==> src/rtl/csmc_pkg.sv <==
// ----------------------------------------------------------------------------
// csmc_pkg: shared types and constants for the clock-set menu controller
// Key and mode codes, the request and result records, and BCD helpers.
// ----------------------------------------------------------------------------
`default_nettype none

package csmc_pkg;

  localparam int BCD_W  = 8;
  localparam int MODE_W = 3;
  localparam int KEY_W  = 3;
  localparam int BIN_W  = 7;  // binary value of a field, 0..99

  localparam logic [KEY_W-1:0] KEY_MENU   = 3'd1;
  localparam logic [KEY_W-1:0] KEY_CANCEL = 3'd2;
  localparam logic [KEY_W-1:0] KEY_UP     = 3'd3;
  localparam logic [KEY_W-1:0] KEY_DN     = 3'd4;

  localparam logic [MODE_W-1:0] MODE_NORMAL  = 3'd0;
  localparam logic [MODE_W-1:0] MODE_YEAR    = 3'd1;
  localparam logic [MODE_W-1:0] MODE_MONTH   = 3'd2;
  localparam logic [MODE_W-1:0] MODE_DAY     = 3'd3;
  localparam logic [MODE_W-1:0] MODE_WEEKDAY = 3'd4;
  localparam logic [MODE_W-1:0] MODE_HOUR    = 3'd5;
  localparam logic [MODE_W-1:0] MODE_MINUTE  = 3'd6;
  localparam logic [MODE_W-1:0] MODE_LAST    = MODE_MINUTE;

  localparam logic [BCD_W-1:0] RST_YEAR    = 8'h00;
  localparam logic [BCD_W-1:0] RST_MONTH   = 8'h01;
  localparam logic [BCD_W-1:0] RST_DAY     = 8'h01;
  localparam logic [BCD_W-1:0] RST_WEEKDAY = 8'h01;
  localparam logic [BCD_W-1:0] RST_HOUR    = 8'h00;
  localparam logic [BCD_W-1:0] RST_MINUTE  = 8'h00;
  localparam logic [BCD_W-1:0] RST_SECOND  = 8'h00;
  localparam logic [BCD_W-1:0] BCD_ZERO    = 8'h00;

  localparam logic [BIN_W-1:0] YEAR_LO    = 7'd0;
  localparam logic [BIN_W-1:0] YEAR_HI    = 7'd99;
  localparam logic [BIN_W-1:0] MONTH_LO   = 7'd1;
  localparam logic [BIN_W-1:0] MONTH_HI   = 7'd12;
  localparam logic [BIN_W-1:0] DAY_LO     = 7'd1;
  localparam logic [BIN_W-1:0] DAY_HI     = 7'd31;
  localparam logic [BIN_W-1:0] WEEKDAY_LO = 7'd1;
  localparam logic [BIN_W-1:0] WEEKDAY_HI = 7'd7;
  localparam logic [BIN_W-1:0] HOUR_LO    = 7'd0;
  localparam logic [BIN_W-1:0] HOUR_HI    = 7'd23;
  localparam logic [BIN_W-1:0] MINUTE_LO  = 7'd0;
  localparam logic [BIN_W-1:0] MINUTE_HI  = 7'd59;

  typedef struct packed {
    logic              req_type;
    logic [KEY_W-1:0]  key_code;
    logic [BCD_W-1:0]  year;
    logic [BCD_W-1:0]  month;
    logic [BCD_W-1:0]  day;
    logic [BCD_W-1:0]  weekday;
    logic [BCD_W-1:0]  hour;
    logic [BCD_W-1:0]  minute;
    logic [BCD_W-1:0]  second;
  } req_t;

  typedef struct packed {
    logic [MODE_W-1:0] mode;
    logic [BCD_W-1:0]  year;
    logic [BCD_W-1:0]  month;
    logic [BCD_W-1:0]  day;
    logic [BCD_W-1:0]  weekday;
    logic [BCD_W-1:0]  hour;
    logic [BCD_W-1:0]  minute;
    logic [BCD_W-1:0]  second;
    logic              commit;
  } res_t;

  // Binary to BCD for 0..99: tens by reciprocal multiply (205/2048 ~ 1/10).
  function automatic logic [BCD_W-1:0] to_bcd(input logic [BIN_W-1:0] v);
    logic [17:0] prod;
    logic [3:0]  tens;
    logic [BIN_W-1:0] ones;
    prod = 18'(v) * 18'd205;
    tens = prod[14:11];
    ones = v - BIN_W'(tens) * 7'd10;
    return {tens, ones[3:0]};
  endfunction

endpackage

`default_nettype wire

==> src/rtl/csmc_in_reg.sv <==
// ----------------------------------------------------------------------------
// csmc_in_reg: request capture register
// Holds one request until the update stage takes it.
// ----------------------------------------------------------------------------
`default_nettype none

module csmc_in_reg (
  input  wire logic          clk,
  input  wire logic          rst_n,
  input  wire logic          in_valid,
  input  wire logic          take,
  input  wire csmc_pkg::req_t req_in,
  output logic               in_stall,
  output logic               req_valid,
  output csmc_pkg::req_t     req_out
);

  logic           valid_r;
  logic           valid_nxt;
  csmc_pkg::req_t req_r;

  // Stall only while a held request cannot move on.
  assign in_stall  = valid_r && !take;
  assign valid_nxt = in_stall ? valid_r : in_valid;

  always_ff @(posedge clk) begin
    if (!rst_n) begin
      valid_r <= 1'b0;
    end else begin
      valid_r <= valid_nxt;
    end
  end

  always_ff @(posedge clk) begin
    if (!in_stall && in_valid) begin
      req_r <= req_in;
    end
  end

  assign req_valid = valid_r;
  assign req_out   = req_r;

endmodule

`default_nettype wire

==> src/rtl/csmc_field_step.sv <==
// ----------------------------------------------------------------------------
// csmc_field_step: decimal up/down step of one BCD field
// Wraps within [lo, hi]; a value (invalid BCD read as 10*high + low) outside the range snaps to the range end.
// ----------------------------------------------------------------------------
`default_nettype none

module csmc_field_step (
  input  wire logic [csmc_pkg::BCD_W-1:0] fld,
  input  wire logic [csmc_pkg::BIN_W-1:0] lo,
  input  wire logic [csmc_pkg::BIN_W-1:0] hi,
  input  wire logic                       up,
  output logic      [csmc_pkg::BCD_W-1:0] fld_nxt
);

  logic [7:0]                  val;
  logic [csmc_pkg::BIN_W-1:0]  res;

  // Read nibbles as 10*high + low, up to 165.
  assign val = 8'(fld[7:4]) * 8'd10 + 8'(fld[3:0]);

  always_comb begin
    if (up) begin
      if (val >= 8'(hi) || val < 8'(lo)) begin
        res = lo;
      end else begin
        res = val[csmc_pkg::BIN_W-1:0] + 7'd1;
      end
    end else begin
      if (val <= 8'(lo) || val > 8'(hi)) begin
        res = hi;
      end else begin
        res = val[csmc_pkg::BIN_W-1:0] - 7'd1;
      end
    end
  end

  assign fld_nxt = csmc_pkg::to_bcd(res);

endmodule

`default_nettype wire

==> src/rtl/csmc_state.sv <==
// ----------------------------------------------------------------------------
// csmc_state: edit mode and BCD time registers
// Applies one request to the state and presents the post-update values.
// ----------------------------------------------------------------------------
`default_nettype none

module csmc_state (
  input  wire logic           clk,
  input  wire logic           rst_n,
  input  wire logic           upd,
  input  wire csmc_pkg::req_t req,
  output csmc_pkg::res_t      res_nxt
);

  logic [csmc_pkg::MODE_W-1:0] mode_r,    mode_nxt;
  logic [csmc_pkg::BCD_W-1:0]  year_r,    year_nxt;
  logic [csmc_pkg::BCD_W-1:0]  month_r,   month_nxt;
  logic [csmc_pkg::BCD_W-1:0]  day_r,     day_nxt;
  logic [csmc_pkg::BCD_W-1:0]  weekday_r, weekday_nxt;
  logic [csmc_pkg::BCD_W-1:0]  hour_r,    hour_nxt;
  logic [csmc_pkg::BCD_W-1:0]  minute_r,  minute_nxt;
  logic [csmc_pkg::BCD_W-1:0]  second_r,  second_nxt;
  logic                        commit;

  logic [csmc_pkg::BCD_W-1:0]  sel_fld;
  logic [csmc_pkg::BIN_W-1:0]  sel_lo;
  logic [csmc_pkg::BIN_W-1:0]  sel_hi;
  logic [csmc_pkg::BCD_W-1:0]  step_fld;
  logic                        is_step;

  // Pick the field and range that the current mode edits.
  always_comb begin
    unique case (mode_r)
      csmc_pkg::MODE_YEAR: begin
        sel_fld = year_r;    sel_lo = csmc_pkg::YEAR_LO;    sel_hi = csmc_pkg::YEAR_HI;
      end
      csmc_pkg::MODE_MONTH: begin
        sel_fld = month_r;   sel_lo = csmc_pkg::MONTH_LO;   sel_hi = csmc_pkg::MONTH_HI;
      end
      csmc_pkg::MODE_DAY: begin
        sel_fld = day_r;     sel_lo = csmc_pkg::DAY_LO;     sel_hi = csmc_pkg::DAY_HI;
      end
      csmc_pkg::MODE_WEEKDAY: begin
        sel_fld = weekday_r; sel_lo = csmc_pkg::WEEKDAY_LO; sel_hi = csmc_pkg::WEEKDAY_HI;
      end
      csmc_pkg::MODE_HOUR: begin
        sel_fld = hour_r;    sel_lo = csmc_pkg::HOUR_LO;    sel_hi = csmc_pkg::HOUR_HI;
      end
      csmc_pkg::MODE_MINUTE: begin
        sel_fld = minute_r;  sel_lo = csmc_pkg::MINUTE_LO;  sel_hi = csmc_pkg::MINUTE_HI;
      end
      default: begin
        sel_fld = year_r;    sel_lo = csmc_pkg::YEAR_LO;    sel_hi = csmc_pkg::YEAR_HI;
      end
    endcase
  end

  csmc_field_step u_step (
    .fld     (sel_fld),
    .lo      (sel_lo),
    .hi      (sel_hi),
    .up      (req.key_code == csmc_pkg::KEY_UP),
    .fld_nxt (step_fld)
  );

  assign is_step = !req.req_type &&
                   (req.key_code == csmc_pkg::KEY_UP || req.key_code == csmc_pkg::KEY_DN);

  always_comb begin
    mode_nxt    = mode_r;
    year_nxt    = year_r;
    month_nxt   = month_r;
    day_nxt     = day_r;
    weekday_nxt = weekday_r;
    hour_nxt    = hour_r;
    minute_nxt  = minute_r;
    second_nxt  = second_r;
    commit      = 1'b0;
    if (req.req_type) begin
      year_nxt    = req.year;
      month_nxt   = req.month;
      day_nxt     = req.day;
      weekday_nxt = req.weekday;
      hour_nxt    = req.hour;
      minute_nxt  = req.minute;
      second_nxt  = req.second;
    end else if (req.key_code == csmc_pkg::KEY_MENU) begin
      if (mode_r == csmc_pkg::MODE_LAST) begin
        mode_nxt   = csmc_pkg::MODE_NORMAL;
        second_nxt = csmc_pkg::BCD_ZERO;
        commit     = 1'b1;
      end else begin
        mode_nxt = mode_r + 3'd1;  // wraps to normal from the unused code
      end
    end else if (req.key_code == csmc_pkg::KEY_CANCEL) begin
      mode_nxt = csmc_pkg::MODE_NORMAL;
    end else if (is_step) begin
      unique case (mode_r)
        csmc_pkg::MODE_YEAR:    year_nxt    = step_fld;
        csmc_pkg::MODE_MONTH:   month_nxt   = step_fld;
        csmc_pkg::MODE_DAY:     day_nxt     = step_fld;
        csmc_pkg::MODE_WEEKDAY: weekday_nxt = step_fld;
        csmc_pkg::MODE_HOUR:    hour_nxt    = step_fld;
        csmc_pkg::MODE_MINUTE:  minute_nxt  = step_fld;
        default: ;
      endcase
    end
  end

  always_ff @(posedge clk) begin
    if (!rst_n) begin
      mode_r    <= csmc_pkg::MODE_NORMAL;
      year_r    <= csmc_pkg::RST_YEAR;
      month_r   <= csmc_pkg::RST_MONTH;
      day_r     <= csmc_pkg::RST_DAY;
      weekday_r <= csmc_pkg::RST_WEEKDAY;
      hour_r    <= csmc_pkg::RST_HOUR;
      minute_r  <= csmc_pkg::RST_MINUTE;
      second_r  <= csmc_pkg::RST_SECOND;
    end else if (upd) begin
      mode_r    <= mode_nxt;
      year_r    <= year_nxt;
      month_r   <= month_nxt;
      day_r     <= day_nxt;
      weekday_r <= weekday_nxt;
      hour_r    <= hour_nxt;
      minute_r  <= minute_nxt;
      second_r  <= second_nxt;
    end
  end

  assign res_nxt = '{mode:    mode_nxt,
                     year:    year_nxt,
                     month:   month_nxt,
                     day:     day_nxt,
                     weekday: weekday_nxt,
                     hour:    hour_nxt,
                     minute:  minute_nxt,
                     second:  second_nxt,
                     commit:  commit};

endmodule

`default_nettype wire

==> src/rtl/clock_set_menu_controller_top.sv <==
// Pipeline: an accepted request is held in the input register, then its result is
// written to the result register, which raises out_valid; the mode and BCD update
// is combinational. Throughput: one request per cycle while out_stall is low.
// in_stall rises only while a request is held and the held result is stalled.
// Reset (rst_n low, synchronous): mode normal, time 00-01-01 weekday 1, 00:00:00,
// both pipeline registers empty.
// ----------------------------------------------------------------------------
// clock_set_menu_controller_top: clock-set menu key handler
// Edit mode sequencing, BCD field stepping, time load and commit flag.
// ----------------------------------------------------------------------------
`default_nettype none

module clock_set_menu_controller_top (
  input  wire logic                        clk,
  input  wire logic                        rst_n,
  input  wire logic                        in_valid,
  output logic                             in_stall,
  input  wire logic                        in_req_type,
  input  wire logic [csmc_pkg::KEY_W-1:0]  in_key_code,
  input  wire logic [csmc_pkg::BCD_W-1:0]  in_load_year,
  input  wire logic [csmc_pkg::BCD_W-1:0]  in_load_month,
  input  wire logic [csmc_pkg::BCD_W-1:0]  in_load_day,
  input  wire logic [csmc_pkg::BCD_W-1:0]  in_load_weekday,
  input  wire logic [csmc_pkg::BCD_W-1:0]  in_load_hour,
  input  wire logic [csmc_pkg::BCD_W-1:0]  in_load_minute,
  input  wire logic [csmc_pkg::BCD_W-1:0]  in_load_second,
  output logic                             out_valid,
  input  wire logic                        out_stall,
  output logic [csmc_pkg::MODE_W-1:0]      out_edit_mode,
  output logic [csmc_pkg::BCD_W-1:0]       out_cur_year,
  output logic [csmc_pkg::BCD_W-1:0]       out_cur_month,
  output logic [csmc_pkg::BCD_W-1:0]       out_cur_day,
  output logic [csmc_pkg::BCD_W-1:0]       out_cur_weekday,
  output logic [csmc_pkg::BCD_W-1:0]       out_cur_hour,
  output logic [csmc_pkg::BCD_W-1:0]       out_cur_minute,
  output logic [csmc_pkg::BCD_W-1:0]       out_cur_second,
  output logic                             out_commit_time
);

  csmc_pkg::req_t req_in;
  csmc_pkg::req_t req_q;
  logic           req_valid;
  logic           out_free;
  logic           advance;
  csmc_pkg::res_t res_nxt;
  csmc_pkg::res_t res_r;
  logic           out_valid_r;
  logic           out_valid_nxt;

  assign req_in = '{req_type: in_req_type,
                    key_code: in_key_code,
                    year:     in_load_year,
                    month:    in_load_month,
                    day:      in_load_day,
                    weekday:  in_load_weekday,
                    hour:     in_load_hour,
                    minute:   in_load_minute,
                    second:   in_load_second};

  assign out_free = !(out_valid_r && out_stall);
  assign advance  = req_valid && out_free;

  csmc_in_reg u_in_reg (
    .clk       (clk),
    .rst_n     (rst_n),
    .in_valid  (in_valid),
    .take      (out_free),
    .req_in    (req_in),
    .in_stall  (in_stall),
    .req_valid (req_valid),
    .req_out   (req_q)
  );

  csmc_state u_state (
    .clk     (clk),
    .rst_n   (rst_n),
    .upd     (advance),
    .req     (req_q),
    .res_nxt (res_nxt)
  );

  // Hold the result while stalled, drop it once taken.
  assign out_valid_nxt = advance ? 1'b1 : (out_free ? 1'b0 : out_valid_r);

  always_ff @(posedge clk) begin
    if (!rst_n) begin
      out_valid_r <= 1'b0;
    end else begin
      out_valid_r <= out_valid_nxt;
    end
  end

  always_ff @(posedge clk) begin
    if (advance) begin
      res_r <= res_nxt;
    end
  end

  assign out_valid       = out_valid_r;
  assign out_edit_mode   = res_r.mode;
  assign out_cur_year    = res_r.year;
  assign out_cur_month   = res_r.month;
  assign out_cur_day     = res_r.day;
  assign out_cur_weekday = res_r.weekday;
  assign out_cur_hour    = res_r.hour;
  assign out_cur_minute  = res_r.minute;
  assign out_cur_second  = res_r.second;
  assign out_commit_time = res_r.commit;

  a_commit_clears: assert property (@(posedge clk) disable iff (!rst_n)
    out_valid_r && res_r.commit |->
      res_r.mode == csmc_pkg::MODE_NORMAL && res_r.second == csmc_pkg::BCD_ZERO)
    else $error("commit without return to normal mode and cleared seconds");

  a_mode_in_range: assert property (@(posedge clk) disable iff (!rst_n)
    out_valid_r |-> res_r.mode <= csmc_pkg::MODE_LAST)
    else $error("edit mode beyond the last field");

  a_advance_fills: assert property (@(posedge clk) disable iff (!rst_n)
    advance |=> out_valid_r)
    else $error("processed request did not reach the result register");

  a_stall_needs_req: assert property (@(posedge clk) disable iff (!rst_n)
    in_stall |-> req_valid && !out_free)
    else $error("input stalled with no blocked request");

endmodule

`default_nettype wire

==> config.mk <==
export PLATFORM = sky130hd
export DESIGN_NAME = clock_set_menu_controller_top
export DESIGN_NICKNAME = d
export VERILOG_FILES = /design/src/rtl/csmc_pkg.sv /design/src/rtl/csmc_in_reg.sv /design/src/rtl/csmc_field_step.sv /design/src/rtl/csmc_state.sv /design/src/rtl/clock_set_menu_controller_top.sv
export SDC_FILE = /design/constraint.sdc
export NUM_CORES = 1
export LEC_CHECK = 0
export BUFFER_PORTS_ARGS = -buffer_cell sky130_fd_sc_hd__buf_2
export CORE_MARGIN = 2
export CORE_UTILIZATION = 53
export DETAILED_ROUTE_END_ITERATION = 7
export PLACE_DENSITY = 0.88
export SKIP_CTS_REPAIR_TIMING = 1
export SLEW_MARGIN = 10
export SYNTH_ARGS = -nofsm -noshare
export SYNTH_HDL_FRONTEND = slang
export SYNTH_SLANG_ARGS = --single-unit
==> constraint.sdc <==
create_clock -name clk -period 10.3 [get_ports clk]
set_input_delay 0 -clock clk [delete_from_list [all_inputs] [get_ports clk]]
set_output_delay 0 -clock clk [all_outputs]
set_load 0.05 [all_outputs]
Word level (Yosys, flattened, before mapping) --
Cells that the tools add are included.
Storage, ports and cells: flip-flop bits (word level) 181, latch bits 0, bits in writable memories 0, ROM bits 0, output and inout bits 62, word-level logic and storage cells 111, memories 0
Cells by class: add/sub/neg operators 5, $mul 3, div/mod/pow operators 0, order comparisons 4, equal/unequal tests 11, shift operators 0, mux-type cells 46, bitwise operators 1, reduce and logical (&&, ||, !) cells 13
Operators with widths (number):
- 2-to-1 mux 8 bit | 33
- one-hot mux 8 bit (5 select lines) | 1
- one-hot mux 7 bit (5 select lines) | 1
- 2-to-1 mux 7 bit | 3
- multiplier 7 x 8 -> 15 bit, second input constant | 1
- == test 3 x 2 -> 1 bit, second input constant | 4
- == test 3 bit, second input constant | 4
- 2-to-1 mux 3 bit | 4
- adder 8 x 4 -> 8 bit | 1
- >= comparator 8 x 7 -> 1 bit | 1
- > comparator 8 x 7 -> 1 bit | 1
- <= comparator 8 x 7 -> 1 bit | 1
- < comparator 8 x 7 -> 1 bit | 1
- adder 7 x 1 -> 7 bit, second input constant | 1
- multiplier 4 x 3 -> 7 bit, second input constant | 1
- subtractor 7 x 1 -> 7 bit, second input constant | 1
- == test 3 x 1 -> 1 bit, second input constant | 2
- logical AND 1 bit | 5
- multiplier 4 x 3 -> 3 bit, second input constant | 1
- 2-to-1 mux 1 bit | 4
- subtractor 4 bit | 1
- adder 3 x 1 -> 3 bit, second input constant | 1
- zero test 1 bit | 3
- logical OR 1 bit | 3
- other kinds (4) | 4

Logic depth before layout (Yosys ltp) --
Gate-level depths: netlist of the first run.
depth in word-level cells 16, depth in mapped cells 54, depth with buffers taken out 47

Cells and area by module --
From an unflattened synthesis of the first run, not the netlist that was laid out.
Second synthesis, totals: cells, all modules 968, area, all modules 9900.7 µm²
By module, submodules not included:
- csmc_state | times used 1, cells each 590, area each 4211.5 µm²
- csmc_field_step | times used 1, cells each 249, area each 1996.9 µm²
- csmc_in_reg | times used 1, cells each 64, area each 1849.3 µm²
- clock_set_menu_controller_top | times used 1, cells each 65, area each 1843.0 µm²

Worst setup path after synthesis of the first run --
OpenSTA, ideal clock, no wires.
path kind flip-flop to flip-flop, start register u_state.mode_r[1] (netlist bit), end register res_r, in the netlist out_cur_hour[3] (data pin), data arrival time 10424 ps, required time 10164 ps, path slack -260 ps, stages on the path, launching flop included 50, path buffers 8, path through dfxtp_1 > buf_2 > buf_1 > and2_1 > ha_1 > clkbuf_1 > or3_1 > buf_2 > clkbuf_1 > nor2_1 > nor2_1 > ha_1 > ha_1 > fa_1 > xor2_1 > inv_1 > ha_1 > a211o_1 > [14 not listed] > fa_1 > inv_1 > ha_1 > a21o_1 > a21o_1 > a21o_1 > or4_1 > a21oi_4 > nor3_4 > buf_6 > ha_1 > inv_1 > fa_1 > xor2_1 > a21oi_1 > buf_2 > or4_1 > nand3_1
RTL lines:
- start, declared | RTL line csmc_state.sv:15 | logic [csmc_pkg::MODE_W-1:0] mode_r, mode_nxt;
- start signal, assigned | RTL line csmc_state.sv:112 | mode_r <= csmc_pkg::MODE_NORMAL;
- start signal, assigned | RTL line csmc_state.sv:121 | mode_r <= mode_nxt;
- end signal, assigned | RTL line clock_set_menu_controller_top.sv:95 | res_r <= res_nxt;
- end, declared | RTL line clock_set_menu_controller_top.sv:46 | csmc_pkg::res_t res_r;

Worst setup path after layout of the first run --
start register u_state.mode_r[1] (netlist bit), end register u_state.year_r[3] (netlist bit)
On the way: cells in the longest elaborated chain, start to end 16, elaborated cells on any way between the ends 31
Ends and longest elaborated chain:
- == test 3 bit or == test 3 x 2 -> 1 bit (tied branches) | RTL line csmc_state.sv:33 | unique case (mode_r)
- one-hot mux 8 bit (5 select lines) | RTL line csmc_state.sv:33
- multiplier 4 x 3 -> 7 bit | RTL line csmc_field_step.sv:19 | assign val = 8'(fld[7:4]) * 8'd10 + 8'(fld[3:0]);
- adder 8 x 4 -> 8 bit | RTL line csmc_field_step.sv:19
- <= comparator 8 x 7 -> 1 bit (tied with other cells) | RTL line csmc_field_step.sv:29 | if (val <= 8'(lo) || val > 8'(hi)) begin
- logical OR 1 bit (on tied branches) | RTL line csmc_field_step.sv:29, csmc_field_step.sv:23
- 2-to-1 mux 7 bit (on tied branches) | RTL line csmc_field_step.sv:29, csmc_field_step.sv:23
- 2-to-1 mux 7 bit | RTL line csmc_field_step.sv:22 | if (up) begin
- multiplier 7 x 8 -> 15 bit | RTL line csmc_pkg.sv:79 | prod = 18'(v) * 18'd205;
- multiplier 4 x 3 -> 3 bit | RTL line csmc_pkg.sv:81 | ones = v - BIN_W'(tens) * 7'd10;
- subtractor 4 bit | RTL line csmc_pkg.sv:81
- 2-to-1 mux 8 bit * | RTL line csmc_state.sv:98 | unique case (mode_r)
- 2-to-1 mux 8 bit * | RTL line csmc_state.sv:97 | end else if (is_step) begin
- 2-to-1 mux 8 bit * | RTL line csmc_state.sv:95 | end else if (req.key_code == csmc_pkg::KEY_CANCEL) begin
- 2-to-1 mux 8 bit * | RTL line csmc_state.sv:87 | end else if (req.key_code == csmc_pkg::KEY_MENU) begin
- 2-to-1 mux 8 bit * | RTL line csmc_state.sv:79 | if (req.req_type) begin
- end signal, assigned | RTL line csmc_state.sv:113 | year_r <= csmc_pkg::RST_YEAR;
- end signal, assigned | RTL line csmc_state.sv:122 | year_r <= year_nxt;
- end, declared | RTL line csmc_state.sv:16 | logic [csmc_pkg::BCD_W-1:0] year_r, year_nxt;
Every way passes the cells marked *; elsewhere a longest branch is shown, timed or not. A chain may end at the register's enable or synchronous reset.

==> results of run 1 <==
final timing paths:
path	slack (ps)	cells after the start	start	to
worst min register to register	470	2	u_state.second_r[1]$_SDFFE_PN0P_	u_state.second_r[1]$_SDFFE_PN0P_
worst max register to register	460	41	u_state.mode_r[1]$_SDFFE_PN0P_	u_state.year_r[3]$_SDFFE_PN0P_
worst max-delay path	460	41	u_state.mode_r[1]$_SDFFE_PN0P_	u_state.year_r[3]$_SDFFE_PN0P_
worst min-delay path	40	2	rst_n	u_state.day_r[0]$_SDFFE_PN1P_
flip-flops by register name (all words and copies together) (netlist names):
register and count:
out_commit_time 1, out_cur_day 8, out_cur_hour 8, out_cur_minute 8, out_cur_month 8, out_cur_second 8
out_cur_weekday 8, out_cur_year 8, out_edit_mode 3, out_valid 1, u_in_reg.req_out 60, u_in_reg.req_valid 1
u_state.day_r 8, u_state.hour_r 8, u_state.minute_r 8, u_state.mode_r 3, u_state.month_r 8, u_state.second_r 8
u_state.weekday_r 8, u_state.year_r 8
placed cells by master (no fill, tap or decap), types with 9 or more instances in the layout:
| cell type | n |
|---|---|
| buf_2 | 125 |
| nor3_1 | 15 |
| o21ba_2 | 10 |
| a31oi_1 | 15 |
| clkbuf_16 | 17 |
| o21ai_0 | 75 |
| fa_1 | 10 |
| nor2_1 | 56 |
| mux2i_1 | 21 |
| o211ai_1 | 12 |
| nand2_1 | 133 |
| dlygate4sd3_1 | 62 |
| a21oi_1 | 49 |
| inv_1 | 42 |
| xnor2_1 | 10 |
| a21o_1 | 10 |
| nand3_1 | 18 |
| buf_4 | 42 |
| edfxtp_1 | 120 |
| nor4_1 | 9 |
| dfxtp_1 | 59 |
| ha_1 | 53 |
| a22oi_1 | 25 |
per-layer routing:
| layer | vias up | wire [um] | share of wire | global-route usage |
|---|---|---|---|---|
| li1 | 3845 | - | - | - |
| met1 | 4018 | 10300 | 0.37 | 0.344 |
| met2 | 520 | 13300 | 0.48 | 0.440 |
| met3 | 101 | 2870 | 0.10 | 0.0663 |
| met4 | 0 | 1140 | 0.041 | 0.113 |
| met5 | - | 0 | 0 | 0 |
power by group:
group          total [mW]  switching [mW]  internal (mW)
Clock               0.668           0.319          0.349
Combinational        2.93            1.81           1.12
Sequential          0.844          0.0246          0.819
through the flow:
stage                     hold WS, ps  instances
after floorplan                  98.9        938
after detailed placement          178       1272
final                            40.9       1375
after global routing             63.9       1375
after global placement            177       1272
after CTS                        -282       1304
cell type report:
cell class / count / share of cell area
Multi-Input combinational cell: 659 / 0.376
Inverter: 45 / 0.0145
Timing Repair Buffer: 229 / 0.131
Clock buffer: 17 / 0.0356
Clock inverter: 15 / 0.0157
Tap cell: 229 / 0.0240
Sequential cell: 181 / 0.404
critical path: cells and delay by family (launching register included):
family                     cells  cell delay, ps
AOI/OAI and AO/OA             12            2990
xor gates and xnor gates       2             340
adders and majority gates     12            3860
buffers and inverters          8             680
DFF                            1             400
and+or+nand+nor                7            1470
logic make-up (layout without fill, tap and decap cells):
kind of cell	after synthesis	count (layout)	share of synthesized area
fa+ha+maj	64	64	0.0915
buf+inv	98	306	0.0415
xor+xnor	20	20	0.0204
compound gates	263	263	0.182
mux	25	25	0.0265
simple gates	287	287	0.138
flops	181	181	0.500
==> impl_metrics.yaml, run 1 <==
run_status:
  outcome: "finished, final reports clean"
synthesis:
  ys_ff_latch: 181
  syn_nets: 1066
  syn_area_mm2: 0.00965
  synth_common_cells: "134 x nand2_1, 120 x edfxtp_1, 76 x o21ai_0"
  syn_area_per_cell_um2: 10.3
  yosysWarnings: 0
  yosysUniqueCellTypes: 75
  synth_area_leaders: "edfxtp_1 37%, dfxtp_1 13%, ha_1 6.9%"
  synth_edf_count: 120
  synthFlopType: "edfxtp_1"
  synth.most_common_cell: "nand2_1"
  synth.top_cell.area_share: 0.373
  async_flop_share: 0
  syn_inst: 938
  ys_seq_area_frac: 0.500
  synth_top_area_cell: "edfxtp_1"
routing:
  wl_per_cell_um: 20.1
  via_count: 8484
  drt_iter0_drc: 1156
  wirelength_um: 27700
  antenna_left: 0
  avgViaCountPerCell: 6.17
  dr.pass1.iters: 6
  drc: 0
job:
  maxCapViolations: 0
place:
  dpl_cell_area_mm2: 0.0106
  dp_hpwl_um: 18400
  port_buffers: 125
  place_congestion: 0.949
  place_ws_ps: -113
critical_path:
  crit_top_cell: "ha_1"
  critPathMaxFanout: 16
  crit_path_end_kind: "flip-flop"
  worst-setup-path-type: "flip-flop to flip-flop"
  arrival_ps: 10200
  startpoint_type: "flip-flop"
  cp.required_ps: 10660
  crit_slowest_cell: "fa_2"
  slowest_delay_ps: 590
finish:
  fin_util: 0.668
  stdcell_area_mm2: 0.0120
  fin_nets: 1261
  fillers: 1316
  register_area_mm2: 0.00483
  multi_input_area_mm2: 0.00450
  area_growth_pct: 23.9
  antennaDiodeCount: 0
  drive_gt1_frac: 0.218
floorplanning:
  dieArea_mm2: 0.0193
  ios: 126
  core_mm2: 0.0179
  core.rowCount: 49
  fp.dieH_um: 139
  initial_utilization: 0.539
  dieWidth_um: 139
sta:
  fin_crit_sh: 0.955
  finalSetupTns_ps: 0
  max_clock_freq_mhz: 102
  setup_ws_ps: 459
  worst_pin_slew_ps: 965
  period_needed_ps: 9840
  finalSetupViolCount: 0
  finalHoldViolCount: 0
  slew_headroom: 0.355
  slew_violations: 0
  finalClockSkew_ps: 10.9
power:
  pwr_density_cell_mw_per_mm2: 372
  ir_worst_vdd_uv: 567
  total_power_mw: 4.45
  leakage_nw: 4.82
hold_path:
  min_path_type: "primary input to flip-flop"
grt:
  grt_overflow: 0
  antenna_found_initial: 0
  grt_max_degree: 91
  first_global_vias: 7899
  track_usage: 0.269
  grt_pass1_wl_um: 41100
clock_network:
  cts.htree.levels: 4
  cts_max_path_buffers: 2
  clk_latency_ps: 440
  numCtsBuffers: 17
  cts_tree: "yes"
  cts_root_buf: "clkbuf_16"
  clock_sinks: 181
  clk_pin_slew_ps: 70
Note: power is estimated with default switching activity, not from simulation.
==> run 2, diff against run 1 <==
--- a/config.mk
+++ b/config.mk
@@ -10,4 +10,5 @@
 export CORE_UTILIZATION = 53
 export DETAILED_ROUTE_END_ITERATION = 7
+export GPL_TIMING_DRIVEN = 0
 export PLACE_DENSITY = 0.88
 export SKIP_CTS_REPAIR_TIMING = 1
==> constraint.sdc (replaced) <==
create_clock -name clk -period 10.3 [get_ports clk]
set_input_delay 0 -clock clk [delete_from_list [all_inputs] [get_ports clk]]
set_output_delay 0 -clock clk [all_outputs]
set_load 0.005 [all_outputs]
==> run 2 against run 1 <==
The run now ends with DRC left. Clock skew increased by 3.5 ps. Largest power group unchanged. Sequential power about the same. Worst hold slack lost 26 ps. Clock-buffer cell count did not move.
==> impl_metrics.yaml, run 2 (synthesized netlist as in run 1, its figures left out) <==
critical_path:
  rr_startpoint: "u_state.mode_r[1]$_SDFFE_PN0P_"
  crit_path_end_kind: "flip-flop"
  r2r_end: "out_cur_hour[3]$_DFFE_PP_"
  worst-setup-path-type: "flip-flop to flip-flop"
  startpoint_type: "flip-flop"
  arrival_ps: 10480
  reg2reg_depth: 45
  critPathMaxFanout: 10
  cp.required_ps: 10590
  crit_slowest_cell: "fa_2"
  slowest_delay_ps: 610
  regToRegSetupSlack_ps: 120
finish:
  area_growth_pct: 32.1
  multi_input_area_mm2: 0.00486
  drive_gt1_frac: 0.259
  antennaDiodeCount: 0
  stdcell_count: 1424
  fin_nets: 1310
  fillers: 1166
  stdcell_area_mm2: 0.0127
  layout_commonest_cell: "nand2_1"
  register_area_mm2: 0.00483
  final_cell_mix: "133 x nand2_1, 125 x buf_2, 120 x edfxtp_1"
  largest_reg_flops: 60
grt:
  antenna_found_initial: 0
  first_global_vias: 8242
  grt_pass1_wl_um: 44200
  track_usage: 0.293
  grt_overflow: 0
  grt_max_degree: 50
sta:
  finalSetupViolCount: 0
  slew_violations: 0
  finalClockSkew_ps: 14.4
  worst_pin_slew_ps: 1400
  whs_ps: 15.2
  max_clock_freq_mhz: 98.2
  fin_crit_sh: 0.989
  slew_headroom: 0.0561
  finalHoldViolCount: 0
  period_needed_ps: 10180
clock_network:
  clock_sinks: 181
  clk_latency_ps: 450
  cts_root_buf: "clkbuf_16"
  clk_pin_slew_ps: 80
  cts_max_path_buffers: 2
  cts_tree: "yes"
  numCtsBuffers: 17
  cts.htree.levels: 4
power:
  total_power_mw: 5.22
  ir_worst_vdd_uv: 558
  pwr_density_cell_mw_per_mm2: 410
  leakage_nw: 5.03
place:
  place_congestion: 0.986
  dpl_cell_area_mm2: 0.0107
  port_buffers: 125
  dp_hpwl_um: 20000
  place_inst: 1295
routing:
  wirelength_um: 31900
  antenna_left: 0
  drc: 8
  avgViaCountPerCell: 6.42
  dr.pass1.iters: 8
  drt_iter0_drc: 1598
  via_count: 9139
  wl_per_cell_um: 22.4
hold_path:
  min_path_type: "primary input to flip-flop"
  min_to: "u_state.weekday_r[3]$_SDFFE_PN0P_"
  worstHoldPathCells: 4
  hp-start: "rst_n"
floorplanning:
  dieWidth_um: 139
  initial_utilization: 0.539
  core.rowCount: 49
  fp.dieH_um: 139
  ios: 126
  core_mm2: 0.0179
  dieArea_mm2: 0.0193
job:
  maxCapViolations: 0
run_status:
  violations: "DRC"
  outcome: "finished with violations"
run 2: per-layer routing:
| layer | vias to the layer above | wire [um] | track usage |
|---|---|---|---|
| met5 | - | 0 | 0 |
| met4 | 0 | 1910 | 0.131 |
| met3 | 208 | 3890 | 0.0694 |
| met2 | 771 | 15000 | 0.479 |
| met1 | 4213 | 11100 | 0.373 |
| li1 | 3947 | - | - |
run 2: final cells by class:
type                    instances  share of cell area
multi-input cells             659               0.382
plain buffers                  52              0.0261
flip-flops and latches        181               0.379
well taps                     229              0.0225
inverters                      45              0.0134
clock inverters                15              0.0180
clock buffers                  17              0.0334
repair buffers                226               0.126
run 2: worst max-delay path: cells and delay by family (launching register included):
kind	cells	cell delay, ps
AOI/OAI and AO/OA	10	2430
xor gates and xnor gates	2	390
adders and majority gates	11	3450
buffers and inverters	13	1470
DFF	1	370
and+or+nand+nor	9	1940
run 2: worst max-delay path by stage:
stage	start	endpoint	slack, ps	cells past startpoint
after global placement	u_state.mode_r[0]$_SDFFE_PN0P_	out_cur_hour[3]$_DFFE_PP_	-1490	51
final	u_state.mode_r[1]$_SDFFE_PN0P_	out_cur_hour[3]$_DFFE_PP_	120	45
after floorplan	u_state.mode_r[1]$_SDFFE_PN0P_	out_cur_hour[3]$_DFFE_PP_	30	51
after detailed placement	u_state.mode_r[0]$_SDFFE_PN0P_	out_cur_hour[3]$_DFFE_PP_	-1780	51
after CTS	u_state.mode_r[0]$_SDFFE_PN0P_	out_cur_hour[3]$_DFFE_PP_	-1800	51
after global routing	u_state.mode_r[0]$_SDFFE_PN0P_	out_cur_hour[3]$_DFFE_PP_	-140	50
run 2: power by group:
group          switching [mW]  internal [mW]
clock network           0.328          0.380
registers              0.0232          0.819
logic                    2.05           1.63
total                    2.40           2.83
run 2: metrics by stage:
step	utilization	worst slack, ps	setup TNS (ps)
3_3_place_gp	0.591	-1490	-58460
2_1_floorplan	-	31.9	0
6_report	0.712	116	0
3_5_place_dp	0.595	-1780	-74680
5_1_grt	0.712	-145	-543
4_1_cts	0.631	-1800	-80730
==> run 3, diff against run 2 <==
- PLACE_DENSITY: 0.88 -> 0.77
==> run 3 against run 2 <==
The run now ends clean. Via count decreased by 5.8%. Critical path depth increased by 5. Routed wire length decreased by 7.4%. Critical path type unchanged. Register-to-register slack about the same. Sequential cell count unchanged. Clock power decreased by 5.1%. Cell area decreased by 1.8%. Critical endpoint unchanged. Global-route usage decreased by 0.88 points. Largest power group unchanged. Sequential share of layout area increased by 0.68 points. Sequential power about the same. Clock-buffer cell count unchanged. Worst hold slack improved by 9.7 ps.
==> impl_metrics.yaml, run 3 (synthesized netlist as in run 1, its figures left out) <==
clock_network:
  cts_tree: "yes"
  cts_root_buf: "clkbuf_16"
  clk_pin_slew_ps: 80
  cts_max_path_buffers: 2
  cts.htree.levels: 4
  numCtsBuffers: 17
  clock_sinks: 181
  clk_latency_ps: 450
critical_path:
  worst-setup-path-type: "flip-flop to flip-flop"
  startpoint_type: "flip-flop"
  cp.required_ps: 10590
  slowest_delay_ps: 580
  path_delay_family: "adder cells"
  arrival_ps: 10470
  crit_slowest_cell: "fa_2"
  crit_path_end_kind: "flip-flop"
  cp_num_buf_inv: 12
  critPathMaxFanout: 10
floorplanning:
  dieWidth_um: 139
  dieArea_mm2: 0.0193
  core.rowCount: 49
  core_mm2: 0.0179
  initial_utilization: 0.539
  ios: 126
  fp.dieH_um: 139
grt:
  track_usage: 0.284
  grt_overflow: 0
  grt_pass1_wl_um: 42800
  grt_max_degree: 45
  first_global_vias: 7933
  antenna_found_initial: 0
sta:
  period_needed_ps: 10170
  finalClockSkew_ps: 21.4
  worst_pin_slew_ps: 1150
  finalHoldViolCount: 0
  rsz0062_at_grt: "true"
  slew_violations: 0
  max_clock_freq_mhz: 98.3
  setup_ws_ps: 128
  slew_headroom: 0.231
  fin_crit_sh: 0.988
  finalSetupViolCount: 0
finish:
  final_cell_mix: "133 x nand2_1, 126 x buf_2, 120 x edfxtp_1"
  largest_reg_flops: 60
  fin_util: 0.700
  drive_gt1_frac: 0.249
  antennaDiodeCount: 0
  fin_nets: 1306
  area_growth_pct: 29.8
  layout_commonest_cell: "nand2_1"
run_status:
  outcome: "finished, final reports clean"
routing:
  dr.pass1.iters: 8
  drc: 0
  antenna_left: 0
  wl_per_cell_um: 20.8
  via_count: 8610
  drt_iter0_drc: 939
  wirelength_um: 29500
  avgViaCountPerCell: 6.06
job:
  maxCapViolations: 0
place:
  place_ws_ps: -1760
  dp_hpwl_um: 19900
  port_buffers: 125
  place_congestion: 0.988
power:
  ir_worst_vdd_uv: 767
  leakage_nw: 4.96
  pwr_density_cell_mw_per_mm2: 382
  total_power_mw: 4.79
hold_path:
  min_path_type: "primary input to flip-flop"
==> run 3: worst min-delay path: stages <==
cell      delay [ps]
buf_2            140
nand3_1           90
or4_1            100
o211ai_1          70
==> run 3: metrics by stage <==
step / std cells / hold WS (ps) / cell area (um2) / setup TNS, ps
3_5_place_dp: 1296 / 178 / 10700 / -86580
4_1_cts: 1328 / -284 / 11300 / -88790
6_report: 1420 / 24.9 / 12500 / 0
3_3_place_gp: 1292 / 176 / 10600 / -74030
2_1_floorplan: 938 / 98.9 / 9660 / 0
5_1_grt: 1420 / 32.3 / 12500 / -1170
==> run 3: final timing paths <==
kind                                     from                          endpoint  slack, ps  depth (start not counted)
min reg2reg  u_state.second_r[2]$_SDFFE_PN0P_  u_state.second_r[2]$_SDFFE_PN0P_        470                          2
max            u_state.mode_r[1]$_SDFFE_PN0P_         out_cur_hour[3]$_DFFE_PP_        130                         50
min                                     rst_n    u_state.year_r[3]$_SDFFE_PN0P_         20                          4
max reg2reg    u_state.mode_r[1]$_SDFFE_PN0P_         out_cur_hour[3]$_DFFE_PP_        130                         50
==> run 3: per-layer routing <==
layer / GRT usage / wire length [um]
met5: 0 / 0
met4: 0.128 / 1070
met3: 0.0639 / 2670
met2: 0.436 / 13900
met1: 0.388 / 11900
==> run 3: power by group <==
group          leakage, nW  switching, mW  internal, mW  total, mW
clock network        0.300          0.337         0.335      0.672
registers             1.66         0.0206         0.819      0.839
logic                 3.00           1.90          1.37       3.28
==> run 3: final cells by class <==
| class | instances | area, um2 |
|---|---|---|
| multi-input combinational | 659 | 4750 |
| buffer | 52 | 302 |
| timing repair buffer | 222 | 1560 |
| tap | 229 | 287 |
| inverter | 45 | 171 |
| sequential | 181 | 4830 |
| clock buffer | 17 | 425 |
| clock inverter | 15 | 196 |
| fill | 1278 | 5380 |
